--- config.mk ---
export PLATFORM = sky130hd
export DESIGN_NAME = dead_reckoning_servo_positioner
export DESIGN_NICKNAME = d
export VERILOG_FILES = /design/src/rtl/drsp_pkg.sv /design/src/rtl/drsp_regs.sv /design/src/rtl/drsp_core.sv /design/src/rtl/dead_reckoning_servo_positioner.sv
export VERILOG_INCLUDE_DIRS = /design/src /design/src/rtl
export SDC_FILE = /design/constraint.sdc
export NUM_CORES = 2
export LEC_CHECK = 0
export BUFFER_PORTS_ARGS = -buffer_cell sky130_fd_sc_hd__buf_2
export CAP_MARGIN = 20
export CORE_MARGIN = 2
export CORE_UTILIZATION = 60
export CTS_CLUSTER_DIAMETER = 30
export DETAILED_ROUTE_END_ITERATION = 8
export PLACE_DENSITY = 0.85
export SKIP_LAST_GASP = 1
export SLEW_MARGIN = 0
export SYNTH_ARGS = -nofsm -noshare
export SYNTH_HDL_FRONTEND = slang
export SYNTH_SLANG_ARGS = --single-unit
--- constraint.sdc ---
create_clock -name clk -period 27.7 [get_ports clk]
set_input_delay 1.385 -clock clk [delete_from_list [all_inputs] [get_ports clk]]
set_output_delay 1.385 -clock clk [all_outputs]
set_load 0.01 [all_outputs]
--- src/rtl/dead_reckoning_servo_positioner_macros.svh ---
// ----------------------------------------------------------------------------
// Assertion macros
// Shared concurrent assertion forms for the servo positioner RTL.
// ----------------------------------------------------------------------------
`ifndef DEAD_RECKONING_SERVO_POSITIONER_MACROS_SVH
`define DEAD_RECKONING_SERVO_POSITIONER_MACROS_SVH

// Same-cycle implication, disabled during reset.
`define DRSP_ASSERT_IMP(lbl, ante, cons, msg) \
    lbl: assert property (@(posedge clk) disable iff (!rst_n) (ante) |-> (cons)) \
        else $error(msg);

// Next-cycle implication, disabled during reset.
`define DRSP_ASSERT_NXT(lbl, ante, cons, msg) \
    lbl: assert property (@(posedge clk) disable iff (!rst_n) (ante) |=> (cons)) \
        else $error(msg);

`endif

--- src/rtl/drsp_pkg.sv ---
// ----------------------------------------------------------------------------
// Servo positioner package
// Word types, register map and shared helpers.
// ----------------------------------------------------------------------------
package drsp_pkg;

    localparam int POS_W   = 24;
    localparam int SPEED_W = 16;
    localparam int PULSE_W = 12;
    localparam int TIME_W  = 32;
    localparam int ADDR_W  = 5;
    localparam int DATA_W  = 32;
    localparam int IDX_W   = 3;
    localparam int PROD_W  = SPEED_W + TIME_W;
    localparam int STEP_W  = 26;
    localparam int SUM_W   = 27;

    localparam logic [PROD_W-1:0] STEP_LIMIT = PROD_W'(1) << 25;

    // Command word actions
    localparam logic ACT_MOVE = 1'b0;
    localparam logic ACT_TICK = 1'b1;

    // Register indexes (byte address = 4 * index)
    localparam logic [IDX_W-1:0] REG_MIN_POSITION   = 3'd0;
    localparam logic [IDX_W-1:0] REG_MAX_POSITION   = 3'd1;
    localparam logic [IDX_W-1:0] REG_SPEED_PER_MS   = 3'd2;
    localparam logic [IDX_W-1:0] REG_DEADBAND       = 3'd3;
    localparam logic [IDX_W-1:0] REG_PULSE_STOP     = 3'd4;
    localparam logic [IDX_W-1:0] REG_PULSE_FORWARD  = 3'd5;
    localparam logic [IDX_W-1:0] REG_PULSE_BACKWARD = 3'd6;

    // Reset values
    localparam logic [POS_W-1:0]   RST_MIN_POSITION   = 24'd0;
    localparam logic [POS_W-1:0]   RST_MAX_POSITION   = 24'hFFFFFF;
    localparam logic [SPEED_W-1:0] RST_SPEED_PER_MS   = 16'd400;
    localparam logic [POS_W-1:0]   RST_DEADBAND       = 24'd3277;
    localparam logic [PULSE_W-1:0] RST_PULSE_STOP     = 12'd1500;
    localparam logic [PULSE_W-1:0] RST_PULSE_FORWARD  = 12'd1700;
    localparam logic [PULSE_W-1:0] RST_PULSE_BACKWARD = 12'd1300;

    typedef struct packed {
        logic               action;
        logic [POS_W-1:0]   target_position;
        logic [TIME_W-1:0]  now_ms;
    } cmd_t;

    typedef struct packed {
        logic [PULSE_W-1:0] pulse_width;
        logic               attached;
        logic               moving;
        logic               direction_forward;
        logic [POS_W-1:0]   position;
    } result_t;

    typedef struct packed {
        logic [POS_W-1:0]   min_position;
        logic [POS_W-1:0]   max_position;
        logic [SPEED_W-1:0] speed_per_ms;
        logic [POS_W-1:0]   deadband;
        logic [PULSE_W-1:0] pulse_stop;
        logic [PULSE_W-1:0] pulse_forward;
        logic [PULSE_W-1:0] pulse_backward;
    } cfg_t;

    // Limit to max first, then raise to min: min wins when the limits cross.
    function automatic logic [POS_W-1:0] clamp_pos(
        input logic [POS_W-1:0] v,
        input logic [POS_W-1:0] lo,
        input logic [POS_W-1:0] hi
    );
        logic [POS_W-1:0] r;
        r = (v > hi) ? hi : v;
        r = (r < lo) ? lo : r;
        return r;
    endfunction

endpackage

--- src/rtl/drsp_regs.sv ---
// ----------------------------------------------------------------------------
// Servo positioner register file
// APB-style configuration registers with read-back.
// ----------------------------------------------------------------------------
module drsp_regs
    import drsp_pkg::*;
(
    input  logic              clk,
    input  logic              rst_n,
    input  logic              psel,
    input  logic              penable,
    input  logic              pwrite,
    input  logic [ADDR_W-1:0] paddr,
    input  logic [DATA_W-1:0] pwdata,
    output logic [DATA_W-1:0] prdata,
    output logic              pready,
    output cfg_t              cfg
);

    cfg_t             cfg_reg;
    cfg_t             cfg_next;
    logic             wr_en;
    logic [IDX_W-1:0] idx;

    assign pready = 1'b1;
    assign wr_en  = psel && penable && pwrite;
    assign idx    = paddr[ADDR_W-1:2];
    assign cfg    = cfg_reg;

    always_comb
    begin
        cfg_next = cfg_reg;
        if (wr_en)
        begin
            unique case (idx)
                REG_MIN_POSITION:   cfg_next.min_position   = pwdata[POS_W-1:0];
                REG_MAX_POSITION:   cfg_next.max_position   = pwdata[POS_W-1:0];
                REG_SPEED_PER_MS:   cfg_next.speed_per_ms   = pwdata[SPEED_W-1:0];
                REG_DEADBAND:       cfg_next.deadband       = pwdata[POS_W-1:0];
                REG_PULSE_STOP:     cfg_next.pulse_stop     = pwdata[PULSE_W-1:0];
                REG_PULSE_FORWARD:  cfg_next.pulse_forward  = pwdata[PULSE_W-1:0];
                REG_PULSE_BACKWARD: cfg_next.pulse_backward = pwdata[PULSE_W-1:0];
                default:            cfg_next = cfg_reg;
            endcase
        end
    end

    always_comb
    begin
        unique case (idx)
            REG_MIN_POSITION:   prdata = DATA_W'(cfg_reg.min_position);
            REG_MAX_POSITION:   prdata = DATA_W'(cfg_reg.max_position);
            REG_SPEED_PER_MS:   prdata = DATA_W'(cfg_reg.speed_per_ms);
            REG_DEADBAND:       prdata = DATA_W'(cfg_reg.deadband);
            REG_PULSE_STOP:     prdata = DATA_W'(cfg_reg.pulse_stop);
            REG_PULSE_FORWARD:  prdata = DATA_W'(cfg_reg.pulse_forward);
            REG_PULSE_BACKWARD: prdata = DATA_W'(cfg_reg.pulse_backward);
            default:            prdata = '0;
        endcase
    end

    always_ff @(posedge clk or negedge rst_n)
    begin
        if (!rst_n)
        begin
            cfg_reg.min_position   <= RST_MIN_POSITION;
            cfg_reg.max_position   <= RST_MAX_POSITION;
            cfg_reg.speed_per_ms   <= RST_SPEED_PER_MS;
            cfg_reg.deadband       <= RST_DEADBAND;
            cfg_reg.pulse_stop     <= RST_PULSE_STOP;
            cfg_reg.pulse_forward  <= RST_PULSE_FORWARD;
            cfg_reg.pulse_backward <= RST_PULSE_BACKWARD;
        end
        else
        begin
            cfg_reg <= cfg_next;
        end
    end

endmodule

--- src/rtl/drsp_core.sv ---
// ----------------------------------------------------------------------------
// Servo positioner core
// Positioner state and the single-pass move / tick update.
// ----------------------------------------------------------------------------
`include "dead_reckoning_servo_positioner_macros.svh"

module drsp_core
    import drsp_pkg::*;
(
    input  logic    clk,
    input  logic    rst_n,
    input  cfg_t    cfg,
    input  logic    step_en,
    input  cmd_t    cmd,
    output result_t step_result
);

    logic [POS_W-1:0]   pos_reg,     pos_next;
    logic [POS_W-1:0]   target_reg,  target_next;
    logic               motion_reg,  motion_next;
    logic               fwd_reg,     fwd_next;
    logic [TIME_W-1:0]  last_ms_reg, last_ms_next;
    logic [PULSE_W-1:0] pulse_reg,   pulse_next;
    logic               enabled_reg, enabled_next;

    // Move command terms
    logic [POS_W-1:0]   mv_target;
    logic               mv_fwd;
    logic [POS_W-1:0]   mv_remain;
    logic               mv_go;

    // Tick terms
    logic [TIME_W-1:0]  elapsed;
    logic [PROD_W-1:0]  product;
    logic [STEP_W-1:0]  step;
    logic [SUM_W-1:0]   fwd_sum;
    logic signed [SUM_W-1:0] bwd_diff;
    logic               reached;
    logic [POS_W-1:0]   tk_raw;
    logic [POS_W-1:0]   tk_pos;

    assign mv_target = clamp_pos(cmd.target_position, cfg.min_position, cfg.max_position);
    assign mv_fwd    = mv_target > pos_reg;
    assign mv_remain = mv_fwd ? (mv_target - pos_reg) : (pos_reg - mv_target);
    assign mv_go     = mv_remain > cfg.deadband;

    // A clock that stood still or wrapped counts as one millisecond
    assign elapsed = (cmd.now_ms > last_ms_reg) ? (cmd.now_ms - last_ms_reg) : TIME_W'(1);
    assign product = PROD_W'(cfg.speed_per_ms) * PROD_W'(elapsed);
    assign step    = (product > STEP_LIMIT) ? STEP_LIMIT[STEP_W-1:0] : product[STEP_W-1:0];

    assign fwd_sum  = SUM_W'(pos_reg) + SUM_W'(step);
    assign bwd_diff = $signed(SUM_W'(pos_reg)) - $signed(SUM_W'(step));
    assign reached  = fwd_reg ? (fwd_sum >= SUM_W'(target_reg))
                              : (bwd_diff <= $signed(SUM_W'(target_reg)));
    // Not reached means the sum stayed below the target (or the difference above it), so it fits the position width
    assign tk_raw   = reached ? target_reg
                              : (fwd_reg ? fwd_sum[POS_W-1:0] : bwd_diff[POS_W-1:0]);
    assign tk_pos   = clamp_pos(tk_raw, cfg.min_position, cfg.max_position);

    always_comb
    begin
        pos_next     = pos_reg;
        target_next  = target_reg;
        motion_next  = motion_reg;
        fwd_next     = fwd_reg;
        last_ms_next = last_ms_reg;
        pulse_next   = pulse_reg;
        enabled_next = enabled_reg;
        if (cmd.action == ACT_MOVE)
        begin
            target_next  = mv_target;
            fwd_next     = mv_fwd;
            enabled_next = mv_go;
            motion_next  = mv_go;
            if (mv_go)
            begin
                last_ms_next = cmd.now_ms;
                pulse_next   = mv_fwd ? cfg.pulse_forward : cfg.pulse_backward;
            end
            else
            begin
                pulse_next = cfg.pulse_stop;
            end
        end
        else if (motion_reg)
        begin
            pos_next     = tk_pos;
            last_ms_next = cmd.now_ms;
            if (reached)
            begin
                motion_next  = 1'b0;
                enabled_next = 1'b0;
                pulse_next   = cfg.pulse_stop;
            end
        end
    end

    always_comb
    begin
        step_result.pulse_width       = pulse_next;
        step_result.attached          = enabled_next;
        step_result.moving            = motion_next;
        step_result.direction_forward = fwd_next;
        step_result.position          = pos_next;
    end

    always_ff @(posedge clk or negedge rst_n)
    begin
        if (!rst_n)
        begin
            pos_reg     <= '0;
            target_reg  <= '0;
            motion_reg  <= 1'b0;
            fwd_reg     <= 1'b1;
            last_ms_reg <= '0;
            pulse_reg   <= RST_PULSE_STOP;
            enabled_reg <= 1'b0;
        end
        else if (step_en)
        begin
            pos_reg     <= pos_next;
            target_reg  <= target_next;
            motion_reg  <= motion_next;
            fwd_reg     <= fwd_next;
            last_ms_reg <= last_ms_next;
            pulse_reg   <= pulse_next;
            enabled_reg <= enabled_next;
        end
    end

    `DRSP_ASSERT_IMP(a_motion_drives, motion_reg, enabled_reg,
        "motion active while the drive is detached")
    `DRSP_ASSERT_NXT(a_idle_tick_holds, step_en && cmd.action == ACT_TICK && !motion_reg,
        $stable(pos_reg) && $stable(last_ms_reg) && !motion_reg,
        "tick while idle changed the state")
    `DRSP_ASSERT_NXT(a_hold_without_step, !step_en,
        $stable(pos_reg) && $stable(pulse_reg) && $stable(target_reg),
        "state changed without an accepted word")

endmodule

--- src/rtl/dead_reckoning_servo_positioner.sv ---
// ----------------------------------------------------------------------------
// Dead-reckoning servo positioner
// Steers a continuous-rotation servo towards a linear target by integrating
// a configured speed over elapsed milliseconds.
// ----------------------------------------------------------------------------
// Usage:
//   cmd channel    : one word per move command (action = 0) or time tick
//                    (action = 1), valid/ready handshake.
//   result channel : exactly one word per accepted cmd word, in order,
//                    carrying pulse width, attach/moving/direction flags and
//                    the position estimate after that word.
//   APB port       : seven configuration registers at byte address 4*index;
//                    write them only while no word is in flight.
//   Path           : an accepted cmd word passes through the input register,
//                    then the result register, to become its result word.
//   Throughput     : one word per cycle while result_ready is high; each update
//                    is a single pass of a 16x32 multiply, an add/compare and the limit clamps.
//   Stall          : while result_ready is low the result register holds,
//                    the input register fills, then cmd_ready drops; no word
//                    is lost or repeated.
//   Reset          : rst_n clears both stages, restores register defaults,
//                    zeroes the position and selects the stop pulse, detached.
// ----------------------------------------------------------------------------
`include "dead_reckoning_servo_positioner_macros.svh"

module dead_reckoning_servo_positioner
    import drsp_pkg::*;
(
    input  logic              clk,
    input  logic              rst_n,
    // Configuration port
    input  logic              psel,
    input  logic              penable,
    input  logic              pwrite,
    input  logic [ADDR_W-1:0] paddr,
    input  logic [DATA_W-1:0] pwdata,
    output logic [DATA_W-1:0] prdata,
    output logic              pready,
    // Command channel
    input  logic              cmd_valid,
    output logic              cmd_ready,
    input  cmd_t              cmd,
    // Result channel
    output logic              result_valid,
    input  logic              result_ready,
    output result_t           result
);

    cfg_t    cfg;
    logic    s1_valid_reg, s1_valid_next;
    cmd_t    s1_reg;
    logic    res_valid_reg, res_valid_next;
    result_t res_reg;
    result_t step_result;
    logic    advance;
    logic    step_en;
    logic    cmd_take;

    drsp_regs u_regs (
        .clk     (clk),
        .rst_n   (rst_n),
        .psel    (psel),
        .penable (penable),
        .pwrite  (pwrite),
        .paddr   (paddr),
        .pwdata  (pwdata),
        .prdata  (prdata),
        .pready  (pready),
        .cfg     (cfg)
    );

    drsp_core u_core (
        .clk         (clk),
        .rst_n       (rst_n),
        .cfg         (cfg),
        .step_en     (step_en),
        .cmd         (s1_reg),
        .step_result (step_result)
    );

    // Advance the result stage whenever it is empty or being drained
    assign advance   = !res_valid_reg || result_ready;
    // Apply the held word to the state as it moves into the result register
    assign step_en   = s1_valid_reg && advance;
    assign cmd_ready = !s1_valid_reg || advance;
    assign cmd_take  = cmd_valid && cmd_ready;

    assign result_valid = res_valid_reg;
    assign result       = res_reg;

    always_comb
    begin
        s1_valid_next  = s1_valid_reg;
        res_valid_next = res_valid_reg;
        if (advance)
        begin
            res_valid_next = s1_valid_reg;
            s1_valid_next  = 1'b0;
        end
        if (cmd_take)
        begin
            s1_valid_next = 1'b1;
        end
    end

    always_ff @(posedge clk or negedge rst_n)
    begin
        if (!rst_n)
        begin
            s1_valid_reg  <= 1'b0;
            res_valid_reg <= 1'b0;
        end
        else
        begin
            s1_valid_reg  <= s1_valid_next;
            res_valid_reg <= res_valid_next;
        end
    end

    // Payload registers: load only, no reset
    always_ff @(posedge clk)
    begin
        if (cmd_take)
        begin
            s1_reg <= cmd;
        end
        if (step_en)
        begin
            res_reg <= step_result;
        end
    end

    `DRSP_ASSERT_NXT(a_stall_holds_result, res_valid_reg && !result_ready,
        res_valid_reg && $stable(res_reg), "result word changed while stalled")
    `DRSP_ASSERT_NXT(a_held_cmd_stays, s1_valid_reg && !advance,
        s1_valid_reg && $stable(s1_reg), "held command word lost under stall")
    `DRSP_ASSERT_IMP(a_ready_when_empty, !s1_valid_reg || !res_valid_reg, cmd_ready,
        "cmd_ready low with room in the pipeline")

endmodule
==> summary.txt <==
Initial drt markers: 3,942
Num rows: 97
Worst Skew: 24.24 ps
CTS Buffer Depth: 3
Non-Filler Instances: 5,899
CP Class: register to register
Max reg flops: 124
Die Wd: 271.2 µm
Family with the most delay on the worst path: compound AO/OA/AOI/OAI gates
Drt drc: 0
Congestion Overflow GR: 0
Commonest non-fill, non-tap cell in the layout: inv_1
Mean Syn Cell Area: 8.711 µm²
Period utilization: 88.84%
Hold path depth: 2
P&R area growth vs syn: 7.205%
Most common cell on crit path: fa_1
Crit end category: register
CTS Sinks: 317
Total Die Area: 0.07352 mm²
Initial antenna violation count: 7
Drt first pass iters: 9
Cell accounting for the most synthesized area: fa_1
Worst rel slew slack: 19.62%
Die Ht: 271.2 µm
Layout cells sized above 1: 11.99%
Placer Congestion: 0.9913
Worst slew pin tran: 1202 ps
Dpl hpwl: 99,990 µm
Asr flop ratio synth: 69.72%
Cts-stage hold buffer count: 0
CORE AREA: 0.07039 mm²
Root Buffer Master: clkbuf_16
CP arrival: 24,900 ps
Post-synth EDFFs: 96
Period minus WS final: 24,610 ps
Setup violations, final: 0
Clock Latency Late Sink: 580 ps
CP Launch Type: register
H-tree levels: 2
Num ports: 175
Synth Cell Area: 0.04282 mm²
Status: finished clean
Initial Utilization: 60.83%
Util after Layout: 65.22%
Post-CTS Resized: 0
Nets@finish: 5,857
First-pass GRT wire length: 204,500 µm
Mapped Cells: 4,916
CP Depth: 81
Critical-path maximum fanout: 99
Yosys cell types: 96
CP bufs+invs: 12
Fillcell total: 5,482
Via density: 6.313
Worst reg-to-reg path cell count: 81
Avg WL per Cell: 22.17 µm
Port bufs: 155
Area contributors post-synth: fa_1 20%, ha_1 12%, dfrtp_1 9.5%, edfxtp_1 6.7%, inv_1 6.7%
Hold Violations, Final: 0
WL final: 130,800 µm
Maxcap violations: 0
Ys Warns: 0
Critical path data required time: 27,990 ps
Critical path's largest stage delay: 730 ps
Cell count after placement: 5,810
Type of the most critical hold path: register to register
Top cell type's share of synthesized area: 19.78%
F_max: 40.64 MHz
Number of global-route vias before repair: 37,650
CTS buffer count: 46
Global Route Usage Sum: 35.30%
Post CTS Setup Buffer Count: 0
Worst-path clk slew: 60 ps
Slowest cell on crit path: and4bb_4
Setup TNS: 0 ps
Final Slew Violations: 0
Primary FF master, synth: dfrtp_1
Register area share after synthesis: 19.82%
Commonest cells after routing, fill and taps aside: 768 x inv_1, 588 x nand2_1, 423 x fa_1, 414 x ha_1, 260 x nor2_1
Synth Register Bits: 317
Largest net degree at the start of global routing: 100
Antenna Nets Post-Route: 0
Unrepaired setup endpoints after global routing: false
Vias: 37,240
TritonCTS clock tree: yes
-- final cells by class --
type / count / area (µm²) / area share [%]
Multi-Input combinational cell: 3564 / 30420 / 66.26
Inverter: 769 / 2887 / 6.288
Clock buffer: 50 / 1186 / 2.584
Sequential cell: 317 / 8486 / 18.48
Timing Repair Buffer: 221 / 1289 / 2.807
Tap cell: 940 / 1176 / 2.562
Antenna cell: 3 / 7.507 / 0.01635
Clock inverter: 35 / 459.2 / 1.000
-- logic make-up after synthesis --
kind of cell,Yosys count,share of synthesized area (%)
adders and majority gates,837,31.87
other,2,0.01754
muxes,247,6.399
and+or+nand+nor,1413,15.67
buffers and inverters,1042,9.455
AOI/OAI and AO/OA,940,14.35
xor gates and xnor gates,118,2.413
DFF,317,19.82
-- metrics by stage --
step	area, µm²	hold slack [ps]	setup slack [ps]
after floorplan	42850	449.8	8285
after detailed placement	44240	469.7	3992
final	45910	480.8	3092
after global routing	45900	513.4	2027
after global placement	44230	460.9	4482
after CTS	45890	484.3	3786
-- cells in the mapped netlist (all sizes together) (36+ instances only) --
library cell and instances:
a21o 103, a21oi 233, a22oi 43, and2 107, and3 146, buf 53, clkbuf 220, dfrtp 163
dfstp 58, edfxtp 96, fa 423, ha 414, inv 768, mux2 154, mux2i 87, nand2 589
nand4 100, nor2 263, nor2b 36, nor3 46, o211ai 51, o21ai 243, xnor2 78, xor2 40
-- layer usage --
metal	vias to the layer above	track usage [%]	wire length, µm
met3	548	10.35	17020
met4	10	17.64	7798
met2	2320	54.09	56830
met1	17920	45.68	48970
li1	16440	-	-
met5	-	1.091	179
-- worst register-to-register path: cells and delay by family (launching register included) --
family / cells / cell delay, ps
DFF: 1 / 450
adders and majority gates: 13 / 5500
buffers and inverters: 12 / 3040
muxes: 2 / 580
AOI/OAI and AO/OA: 32 / 7980
and+or+nand+nor: 20 / 6360
xor gates and xnor gates: 2 / 390
-- final timing paths --
path	start	to	slack, ps
setup / recovery	s1_reg[27]	result[1]	3090
hold / removal	u_core.target_reg[10]	u_core.target_reg[10]	480
setup reg to reg	s1_reg[27]	result[1]	3090
hold reg to reg	u_core.target_reg[10]	u_core.target_reg[10]	480
max in group asynchronous	rst_n	u_core.last_ms_reg[13]	25530
min in group asynchronous	rst_n	u_regs.cfg[117]	790
Power is left out: the tool's default activity adds up to more than one toggle a clock period on the data nets, which glitch-free logic cannot reach.
